**config.mk**
```make
export PLATFORM = sky130hd
export DESIGN_NAME = tone_events_to_midi_track
export DESIGN_NICKNAME = d
export VERILOG_FILES = /design/src/sv/tetm_pkg.sv /design/src/sv/tetm_byte_sel.sv /design/src/sv/tetm_out_stage.sv /design/src/sv/tetm_ctrl.sv /design/src/sv/tone_events_to_midi_track.sv
export SDC_FILE = /design/constraint.sdc
export NUM_CORES = 1
export LEC_CHECK = 0
export ABC_AREA = 0
export BUFFER_PORTS_ARGS = -buffer_cell sky130_fd_sc_hd__buf_4
export CAP_MARGIN = 20
export CORE_AREA = 2 2 153 155
export CTS_BUF_LIST = sky130_fd_sc_hd__clkbuf_8
export CTS_CLUSTER_DIAMETER = 100
export DETAILED_ROUTE_END_ITERATION = 8
export DIE_AREA = 0 0 155 157
export PLACE_DENSITY = 0.82
export SLEW_MARGIN = 20
export SYNTH_ARGS = -nofsm -noshare
export SYNTH_HDL_FRONTEND = slang
export SYNTH_SLANG_ARGS = --single-unit
```
**constraint.sdc**
```tcl
create_clock -name i_clk -period 16.15 [get_ports i_clk]
set_input_delay 4.845 -clock i_clk [delete_from_list [all_inputs] [get_ports i_clk]]
set_output_delay 4.845 -clock i_clk [all_outputs]
set_load 0.02 [all_outputs]
```
**src/sv/tetm_pkg.sv**
```systemverilog
// ---------------------------------------------------------------------------
// tetm_pkg
// Types, codes and constant tables shared by the MIDI track writer.
// ---------------------------------------------------------------------------
`timescale 1ns / 1ps
`default_nettype none

package tetm_pkg;

    localparam logic [1:0] MODE_START = 2'd0;
    localparam logic [1:0] MODE_TONE  = 2'd1;
    localparam logic [1:0] MODE_END   = 2'd2;

    localparam logic [7:0] REG_INSTRUMENT = 8'd0;
    localparam logic [7:0] REG_VELOCITY   = 8'd1;

    localparam logic [6:0] INSTRUMENT_RST = 7'd16;
    localparam logic [6:0] VELOCITY_RST   = 7'd64;

    localparam logic [27:0] DELTA_MAX  = 28'h0FFF_FFFF;
    localparam logic [31:0] TRACK_SKIP = 32'd22;
    localparam logic [31:0] START_LEN  = 32'd32;
    localparam logic [31:0] END_LEN    = 32'd4;

    localparam logic [7:0] NOTE_ON      = 8'h90;
    localparam logic [7:0] NOTE_OFF     = 8'h80;
    localparam logic [7:0] META_PREFIX  = 8'hFF;
    localparam logic [7:0] META_EOT     = 8'h2F;
    localparam logic [4:0] START_LAST   = 5'd31;
    localparam logic [4:0] END_LAST     = 5'd3;

    // File header, tempo event and program change; the final entry is
    // replaced by the instrument register.
    localparam logic [7:0] HDR_BYTES [0:31] = '{
        8'h4D, 8'h54, 8'h68, 8'h64, 8'h00, 8'h00, 8'h00, 8'h06,
        8'h00, 8'h01, 8'h00, 8'h01, 8'h00, 8'h64,
        8'h4D, 8'h54, 8'h72, 8'h6B, 8'h00, 8'h00, 8'h00, 8'h00,
        8'h00, 8'hFF, 8'h51, 8'h03, 8'h07, 8'hA1, 8'h20,
        8'h00, 8'hC0, 8'h00
    };

    typedef enum logic [1:0] {
        KIND_START,
        KIND_TONE,
        KIND_END
    } t_kind;

    typedef struct packed {
        t_kind       kind;
        logic [6:0]  note;
        logic [27:0] delta;
        logic [27:0] dur;
        logic [2:0]  dcnt;
        logic [2:0]  ucnt;
        logic [31:0] tlen;
    } t_job;

    typedef struct packed {
        logic [7:0]  data;
        logic        last;
        logic [31:0] tlen;
    } t_byte;

    // Number of 7-bit groups in the variable-length form of a value.
    function automatic logic [2:0] vlq_len(input logic [27:0] v);
        logic [2:0] n;
        if (v[27:21] != 7'd0) begin
            n = 3'd4;
        end else if (v[20:14] != 7'd0) begin
            n = 3'd3;
        end else if (v[13:7] != 7'd0) begin
            n = 3'd2;
        end else begin
            n = 3'd1;
        end
        return n;
    endfunction

    function automatic logic [6:0] vlq_group(input logic [27:0] v, input logic [1:0] g);
        logic [6:0] r;
        case (g)
            2'd0:    r = v[6:0];
            2'd1:    r = v[13:7];
            2'd2:    r = v[20:14];
            default: r = v[27:21];
        endcase
        return r;
    endfunction

endpackage

`default_nettype wire

```
**src/sv/tetm_byte_sel.sv**
```systemverilog
// ---------------------------------------------------------------------------
// tetm_byte_sel
// Picks the byte at a given position of the current item's output run.
// ---------------------------------------------------------------------------
`timescale 1ns / 1ps
`default_nettype none

module tetm_byte_sel (
    input  var tetm_pkg::t_job  i_job,
    input  wire logic [4:0]     i_idx,
    input  wire logic [6:0]     i_instrument,
    input  wire logic [6:0]     i_velocity,
    output var tetm_pkg::t_byte o_byte
);
    import tetm_pkg::*;

    always_comb begin
        logic [4:0] p;
        logic [4:0] q;
        logic [1:0] g;
        o_byte = '0;
        p = i_idx - {2'b00, i_job.dcnt};
        q = p - 5'd3 - {2'b00, i_job.ucnt};
        g = 2'd0;
        unique case (i_job.kind)
            KIND_START: begin
                o_byte.data = (i_idx == START_LAST) ? {1'b0, i_instrument} : HDR_BYTES[i_idx];
                o_byte.last = (i_idx == START_LAST);
            end
            KIND_END: begin
                case (i_idx[1:0])
                    2'd1:    o_byte.data = META_PREFIX;
                    2'd2:    o_byte.data = META_EOT;
                    default: o_byte.data = 8'h00;
                endcase
                o_byte.last = (i_idx == END_LAST);
                o_byte.tlen = o_byte.last ? i_job.tlen : 32'd0;
            end
            KIND_TONE: begin
                if (i_idx < {2'b00, i_job.dcnt}) begin
                    g = 2'(i_job.dcnt - 3'd1 - i_idx[2:0]);
                    o_byte.data = {(g != 2'd0), vlq_group(i_job.delta, g)};
                end else if (p < 5'd3) begin
                    case (p[1:0])
                        2'd0:    o_byte.data = NOTE_ON;
                        2'd1:    o_byte.data = {1'b0, i_job.note};
                        default: o_byte.data = {1'b0, i_velocity};
                    endcase
                end else if (p < 5'd3 + {2'b00, i_job.ucnt}) begin
                    g = 2'(i_job.ucnt - 3'd1 - 3'(p - 5'd3));
                    o_byte.data = {(g != 2'd0), vlq_group(i_job.dur, g)};
                end else begin
                    case (q[1:0])
                        2'd0:    o_byte.data = NOTE_OFF;
                        2'd1:    o_byte.data = {1'b0, i_job.note};
                        default: o_byte.data = {1'b0, i_velocity};
                    endcase
                    o_byte.last = (q == 5'd2);
                end
            end
            default: o_byte = '0;
        endcase
    end

endmodule

`default_nettype wire

```
**src/sv/tetm_out_stage.sv**
```systemverilog
// ---------------------------------------------------------------------------
// tetm_out_stage
// Output register holding one byte until the downstream side takes it.
// ---------------------------------------------------------------------------
`timescale 1ns / 1ps
`default_nettype none

module tetm_out_stage (
    input  wire logic            i_clk,
    input  wire logic            i_rst_n,
    input  wire logic            i_load,
    input  var tetm_pkg::t_byte  i_byte,
    output wire logic            o_free,
    output wire logic            o_m_tvalid,
    input  wire logic            i_m_tready,
    output wire logic [39:0]     o_m_tdata,
    output wire logic            o_m_tlast
);
    import tetm_pkg::*;

    logic  r_valid;
    t_byte r_byte;

    assign o_free     = !r_valid || i_m_tready;
    assign o_m_tvalid = r_valid;
    assign o_m_tdata  = {r_byte.tlen, r_byte.data};
    assign o_m_tlast  = r_byte.last;

    always_ff @(posedge i_clk) begin
        if (!i_rst_n) begin
            r_valid <= 1'b0;
        end else if (i_load) begin
            r_valid <= 1'b1;
        end else if (i_m_tready) begin
            r_valid <= 1'b0;
        end
    end

    always_ff @(posedge i_clk) begin
        if (i_load) begin
            r_byte <= i_byte;
        end
    end

endmodule

`default_nettype wire

```
**src/sv/tetm_ctrl.sv**
```systemverilog
// ---------------------------------------------------------------------------
// tetm_ctrl
// Takes input items, keeps delta and byte count, and steps through the
// output run of the item held in the job register.
// ---------------------------------------------------------------------------
`timescale 1ns / 1ps
`default_nettype none

module tetm_ctrl (
    input  wire logic           i_clk,
    input  wire logic           i_rst_n,
    input  wire logic           i_s_tvalid,
    output wire logic           o_s_tready,
    input  wire logic [39:0]    i_s_tdata,
    input  wire logic [2:0]     i_s_tuser,
    input  wire logic           i_free,
    input  wire logic           i_last,
    output wire logic           o_step,
    output var tetm_pkg::t_job  o_job,
    output wire logic [4:0]     o_idx
);
    import tetm_pkg::*;

    logic        r_busy;
    logic [4:0]  r_idx;
    t_job        r_job;
    logic [27:0] r_pending;
    logic [31:0] r_count;

    logic        n_busy;
    logic [4:0]  n_idx;
    t_job        n_job;
    logic [27:0] n_pending;
    logic [31:0] n_count;

    logic        accept;
    logic        emits;
    logic [1:0]  mode;
    logic        silent;
    logic [6:0]  note;
    logic [27:0] dur;
    logic [28:0] sum;
    logic [2:0]  dl;
    logic [2:0]  ul;

    assign mode   = i_s_tuser[1:0];
    assign silent = i_s_tuser[2];
    assign note   = i_s_tdata[6:0];
    assign dur    = i_s_tdata[34:7];

    assign o_step     = r_busy && i_free;
    assign o_s_tready = !r_busy || (o_step && i_last);
    assign accept     = i_s_tvalid && o_s_tready;
    assign o_job      = r_job;
    assign o_idx      = r_idx;

    assign sum = {1'b0, r_pending} + {1'b0, dur};
    assign dl  = vlq_len(r_pending);
    assign ul  = vlq_len(dur);

    always_comb begin
        n_pending = r_pending;
        n_count   = r_count;
        n_job     = r_job;
        emits     = 1'b0;
        if (accept) begin
            n_job.note  = note;
            n_job.delta = r_pending;
            n_job.dur   = dur;
            n_job.dcnt  = dl;
            n_job.ucnt  = ul;
            unique case (mode)
                MODE_START: begin
                    emits       = 1'b1;
                    n_job.kind  = KIND_START;
                    n_pending   = 28'd0;
                    n_count     = START_LEN;
                end
                MODE_TONE: begin
                    if (silent) begin
                        n_pending = sum[28] ? DELTA_MAX : sum[27:0];
                    end else begin
                        emits      = 1'b1;
                        n_job.kind = KIND_TONE;
                        n_pending  = 28'd0;
                        n_count    = r_count + 32'({1'b0, dl} + {1'b0, ul} + 4'd6);
                    end
                end
                MODE_END: begin
                    emits      = 1'b1;
                    n_job.kind = KIND_END;
                    n_count    = r_count + END_LEN;
                end
                default: emits = 1'b0;
            endcase
            n_job.tlen = n_count - TRACK_SKIP;
        end
    end

    always_comb begin
        n_busy = r_busy;
        n_idx  = r_idx;
        if (accept && emits) begin
            n_busy = 1'b1;
            n_idx  = 5'd0;
        end else if (o_step && i_last) begin
            n_busy = 1'b0;
        end else if (o_step) begin
            n_idx = r_idx + 5'd1;
        end
    end

    always_ff @(posedge i_clk) begin
        if (!i_rst_n) begin
            r_busy    <= 1'b0;
            r_idx     <= 5'd0;
            r_pending <= 28'd0;
            r_count   <= 32'd0;
        end else begin
            r_busy    <= n_busy;
            r_idx     <= n_idx;
            r_pending <= n_pending;
            r_count   <= n_count;
        end
    end

    always_ff @(posedge i_clk) begin
        if (accept && emits) begin
            r_job <= n_job;
        end
    end

endmodule

`default_nettype wire

```
**src/sv/tone_events_to_midi_track.sv**
```systemverilog
// An accepted item is held in the job register; its bytes then pass to the output register.
// Throughput: one byte per cycle unless the output stalls; an item holds the input until its
// last byte loads (start 32 bytes, note 8 to 14, end 4); rests and unused codes emit none.
// The next item is taken in the cycle its predecessor's last byte enters the output register.
// Reset (synchronous, active low) clears delta and byte count, empties the output register
// and restores the instrument to 16 and the velocity to 64.
// ---------------------------------------------------------------------------
// tone_events_to_midi_track
// Writes a one-track Standard MIDI File byte stream from tone events.
// ---------------------------------------------------------------------------
`timescale 1ns / 1ps
`default_nettype none

module tone_events_to_midi_track (
    input  wire logic        i_clk,
    input  wire logic        i_rst_n,
    input  wire logic        i_s_tvalid,
    output wire logic        o_s_tready,
    input  wire logic [39:0] i_s_tdata,   // note [6:0], duration [34:7], zero [39:35]
    input  wire logic [2:0]  i_s_tuser,   // mode [1:0], is_silence [2]
    output wire logic        o_m_tvalid,
    input  wire logic        i_m_tready,
    output wire logic [39:0] o_m_tdata,   // out_byte [7:0], track_length [39:8]
    output wire logic        o_m_tlast,   // last_of_run
    input  wire logic        i_cfg_valid,
    output wire logic        o_cfg_ready,
    input  wire logic [7:0]  i_cfg_index,
    input  wire logic [6:0]  i_cfg_data
);
    import tetm_pkg::*;

    logic [6:0] r_instr;
    logic [6:0] r_velocity;
    logic       free;
    logic       step;
    t_job       job;
    t_byte      cur;
    logic [4:0] idx;

    assign o_cfg_ready = 1'b1;

    always_ff @(posedge i_clk) begin
        if (!i_rst_n) begin
            r_instr    <= INSTRUMENT_RST;
            r_velocity <= VELOCITY_RST;
        end else if (i_cfg_valid) begin
            if (i_cfg_index == REG_INSTRUMENT) begin
                r_instr <= i_cfg_data;
            end
            if (i_cfg_index == REG_VELOCITY) begin
                r_velocity <= i_cfg_data;
            end
        end
    end

    tetm_ctrl u_ctrl (
        .i_clk      (i_clk),
        .i_rst_n    (i_rst_n),
        .i_s_tvalid (i_s_tvalid),
        .o_s_tready (o_s_tready),
        .i_s_tdata  (i_s_tdata),
        .i_s_tuser  (i_s_tuser),
        .i_free     (free),
        .i_last     (cur.last),
        .o_step     (step),
        .o_job      (job),
        .o_idx      (idx)
    );

    tetm_byte_sel u_sel (
        .i_job        (job),
        .i_idx        (idx),
        .i_instrument (r_instr),
        .i_velocity   (r_velocity),
        .o_byte       (cur)
    );

    tetm_out_stage u_out (
        .i_clk      (i_clk),
        .i_rst_n    (i_rst_n),
        .i_load     (step),
        .i_byte     (cur),
        .o_free     (free),
        .o_m_tvalid (o_m_tvalid),
        .i_m_tready (i_m_tready),
        .o_m_tdata  (o_m_tdata),
        .o_m_tlast  (o_m_tlast)
    );

endmodule

`default_nettype wire

```
==> impl_metrics.csv <==
group,metric,value,unit
detailed_routing,routedWlPerCell,19.5,um
clock_tree,clk_pin_slew,0.06,ns
setup_path,cp_data_arrival_time,10.81,ns
clock_tree,cts-buffers-inserted,38,
global_routing,grt_usage,27.3,%
timing,rsz0062_at_grt,"false",
placed_design,dpl_cell_area,14300,um^2
power_and_ir_drop,ir_drop,0.0515,mV
logic_synthesis,syn-num-nets,1437,
global_routing,grt_max_degree,70,
floorplan,die_h,157,um
timing,final.min_clock_period,10.57,ns
clock_tree,cts_buffer_depth,3,
clock_tree,cts_root_buf,"clkbuf_8",
placed_design,dp_hpwl,24.0,mm
power_and_ir_drop,p_per_area,94.9,nW/um^2
global_routing,antenna_found_initial,0,
timing,finalMaxSlewViolations,0,
cells_and_area,design_area,15100,um^2
placed_design,gp_congestion,0.954,
logic_synthesis,postSynthAreaPerCell,10.3,um^2
min_path,hold_class,"reg -> reg",
global_routing,grt-ovfl-total,0,
cells_and_area,multiInputGateArea,6970,um^2
clock_tree,cts_tree,"built",
cells_and_area,layout-drive-gt1-share,15.9,%
logic_synthesis,yosys.area.top_type,"edfxtp_1",
timing,skew,0.0333,ns
placed_design,port_buffers,100,
setup_path,critPathLaunchType,"input pin",
clock_tree,holdBufCountCts,0,
setup_path,end_kind,"flop",
timing,period_share,65.4,%
logic_synthesis,yosys_most_used_dff,"edfxtp_1",
detailed_routing,vias,10900,
floorplan,dieWidth,155,um
clock_tree,htreeDepth,2,
detailed_routing,ant_nets,0,
timing,tns,0,ns
cells_and_area,seq_area,5950,um^2
clock_tree,cts_num_sinks,225,
timing,finalSetupViolCount,0,
cells_and_area,num-nets-final,1527,
logic_synthesis,synth_enable_flop_cells,144,
detailed_routing,viasPerCell,6.37,
logic_synthesis,synth_cell_types,89,
floorplan,coreArea,22500,um^2
cells_and_area,final_common_cell,"edfxtp_1",
cells_and_area,syn_to_final_growth,12.4,%
logic_synthesis,yosys-top-cells-area,"edfxtp_1 32%, dfxtp_1 12%, ha_1 5.8%",
cells_and_area,layout_common_cells,"144 x edfxtp_1, 131 x nor2_1, 110 x buf_4",
timing,max_freq,94.6,MHz
detailed_routing,drt-pass1-iter-count,5,
timing,worst_pin_slew,1.04,ns
logic_synthesis,syn-cell-area,13400,um^2
status,status,"finished clean",
logic_synthesis,syn_inst,1307,
floorplan,die-area,24300,um^2
floorplan,rows,55,
setup_path,crit_path_max_fanout,10,
logic_synthesis,async_reset_ff_share,0,%
logic_synthesis,ys_seq_elements,225,
global_routing,grt_pass1_wl,53.4,mm
clock_tree,cts_setup_buffers,0,
cells_and_area,nFillCells,1722,
detailed_routing,wl,33.3,mm
timing,max_slew_margin,30.2,%
logic_synthesis,synth_top_area_share,32.2,%
power_and_ir_drop,power_leakage,5.94,nW
global_routing,grt_pass1_vias,10100,
detailed_routing,remaining_drc_errors,0,
cells_and_area,num_antenna_cells,0,
run,timing.max_cap.violations,0,
setup_path,required,16.39,ns
logic_synthesis,yosysSeqAreaShare,44.3,%
floorplan,initial_core_util,59.6,%
clock_tree,insertion_delay,0.55,ns
floorplan,io_pins,107,
timing,finalHoldViolCount,0,
setup_path,worstSetupPathType,"in -> reg",
detailed_routing,first_iter_violations,1014,
clock_tree,cts-resized-gates,0,
logic_synthesis,ys_warn_count,0,
## metal layers
layer	vias to the layer above	track usage [%]	part of all wire, %
li1	5128	-	-
met1	5152	38.4	43
met2	564	43.0	45
met3	68	5.20	9.2
met4	0	8.51	2.6
met5	-	0	0
## cell families (layout without fill, tap and decap cells)
group | count (synthesis) | after routing | share of synthesized area [%]
compound gates | 329 | 329 | 17.9
xor+xnor | 61 | 61 | 4.10
fa+ha+maj | 68 | 68 | 6.61
buf+inv | 121 | 241 | 3.88
flops | 225 | 225 | 44.3
mux | 69 | 69 | 6.47
other cells | 1 | 1 | 0.0280
simple gates | 433 | 433 | 16.7
## synthesized netlist by cell type, drive strengths merged, types with 35 or more instances
cell type	number
o21ai	51
a21oi	75
edfxtp	144
xnor2	44
inv	61
ha	62
nor2	132
dfxtp	81
and2	36
mux2i	54
nand2	77
nor3	35
## registers in the layout, summed over array words and instances (netlist names), 5 cells and up
name / cells
r_instr: 7
u_ctrl.r_count: 32
r_velocity: 7
u_ctrl.r_pending: 28
u_ctrl.o_job: 103
u_ctrl.o_idx: 5
u_out.o_m_tdata: 40
## per-stage QoR
step / power [mW] / hold WS, ns / utilization, % / cells / worst slack [ns]
after CTS: 1.43 / 0.475 / 66.9 / 1712 / 5.68
after detailed placement: 0.935 / 0.465 / 63.6 / 1642 / 5.31
after global routing: 1.48 / 0.503 / 67.0 / 1712 / 5.21
final: 1.43 / 0.482 / 67.0 / 1712 / 5.58
after floorplan: 0.860 / 0.435 / - / 1307 / 5.82
after global placement: 0.924 / 0.452 / 63.6 / 1642 / 5.55
## power breakdown
part,internal [mW],leakage [nW],switching (mW)
Combinational,0.111,3.48,0.160
Sequential,0.645,2.04,0.0139
Clock,0.267,0.432,0.235
## worst paths after layout
| path | start | end | slack (ns) | depth (start not counted) |
|---|---|---|---|---|
| hold reg to reg | u_ctrl.r_pending[5] | u_ctrl.o_job[71] | 0.48 | 0 |
| hold / removal | u_ctrl.r_pending[5] | u_ctrl.o_job[71] | 0.48 | 0 |
| setup / recovery | i_s_tdata[16] | u_ctrl.o_job[26] | 5.58 | 20 |
| setup reg to reg | u_ctrl.o_idx[0] | u_ctrl.o_job[40] | 9.57 | 12 |
## layout make-up
class	count	area share (%)
clock buffers	44	4.02
flip-flops and latches	225	39.5
well taps	285	2.37
repair buffers	110	5.48
multi-input cells	961	46.2
inverters	61	1.52
clock inverters	26	0.930
## critical path, cell delays in order
cell and delay [ns]:
buf_4 0.13, or4_1 0.52, nor4_1 0.54, inv_1 0.11, a21oi_1 0.25, ha_1 0.22
inv_1 0.06, fa_1 0.46, ha_1 0.31, inv_1 0.05, ha_1 0.22, fa_1 0.46
a211oi_2 0.57, or4_1 0.27, a21oi_1 0.09, o22ai_1 0.43, nand4_1 0.29, nor3_2 0.56
nand4b_1 0.25, xnor2_1 0.19
No activity file was read; power rests on OpenSTA's default activity.
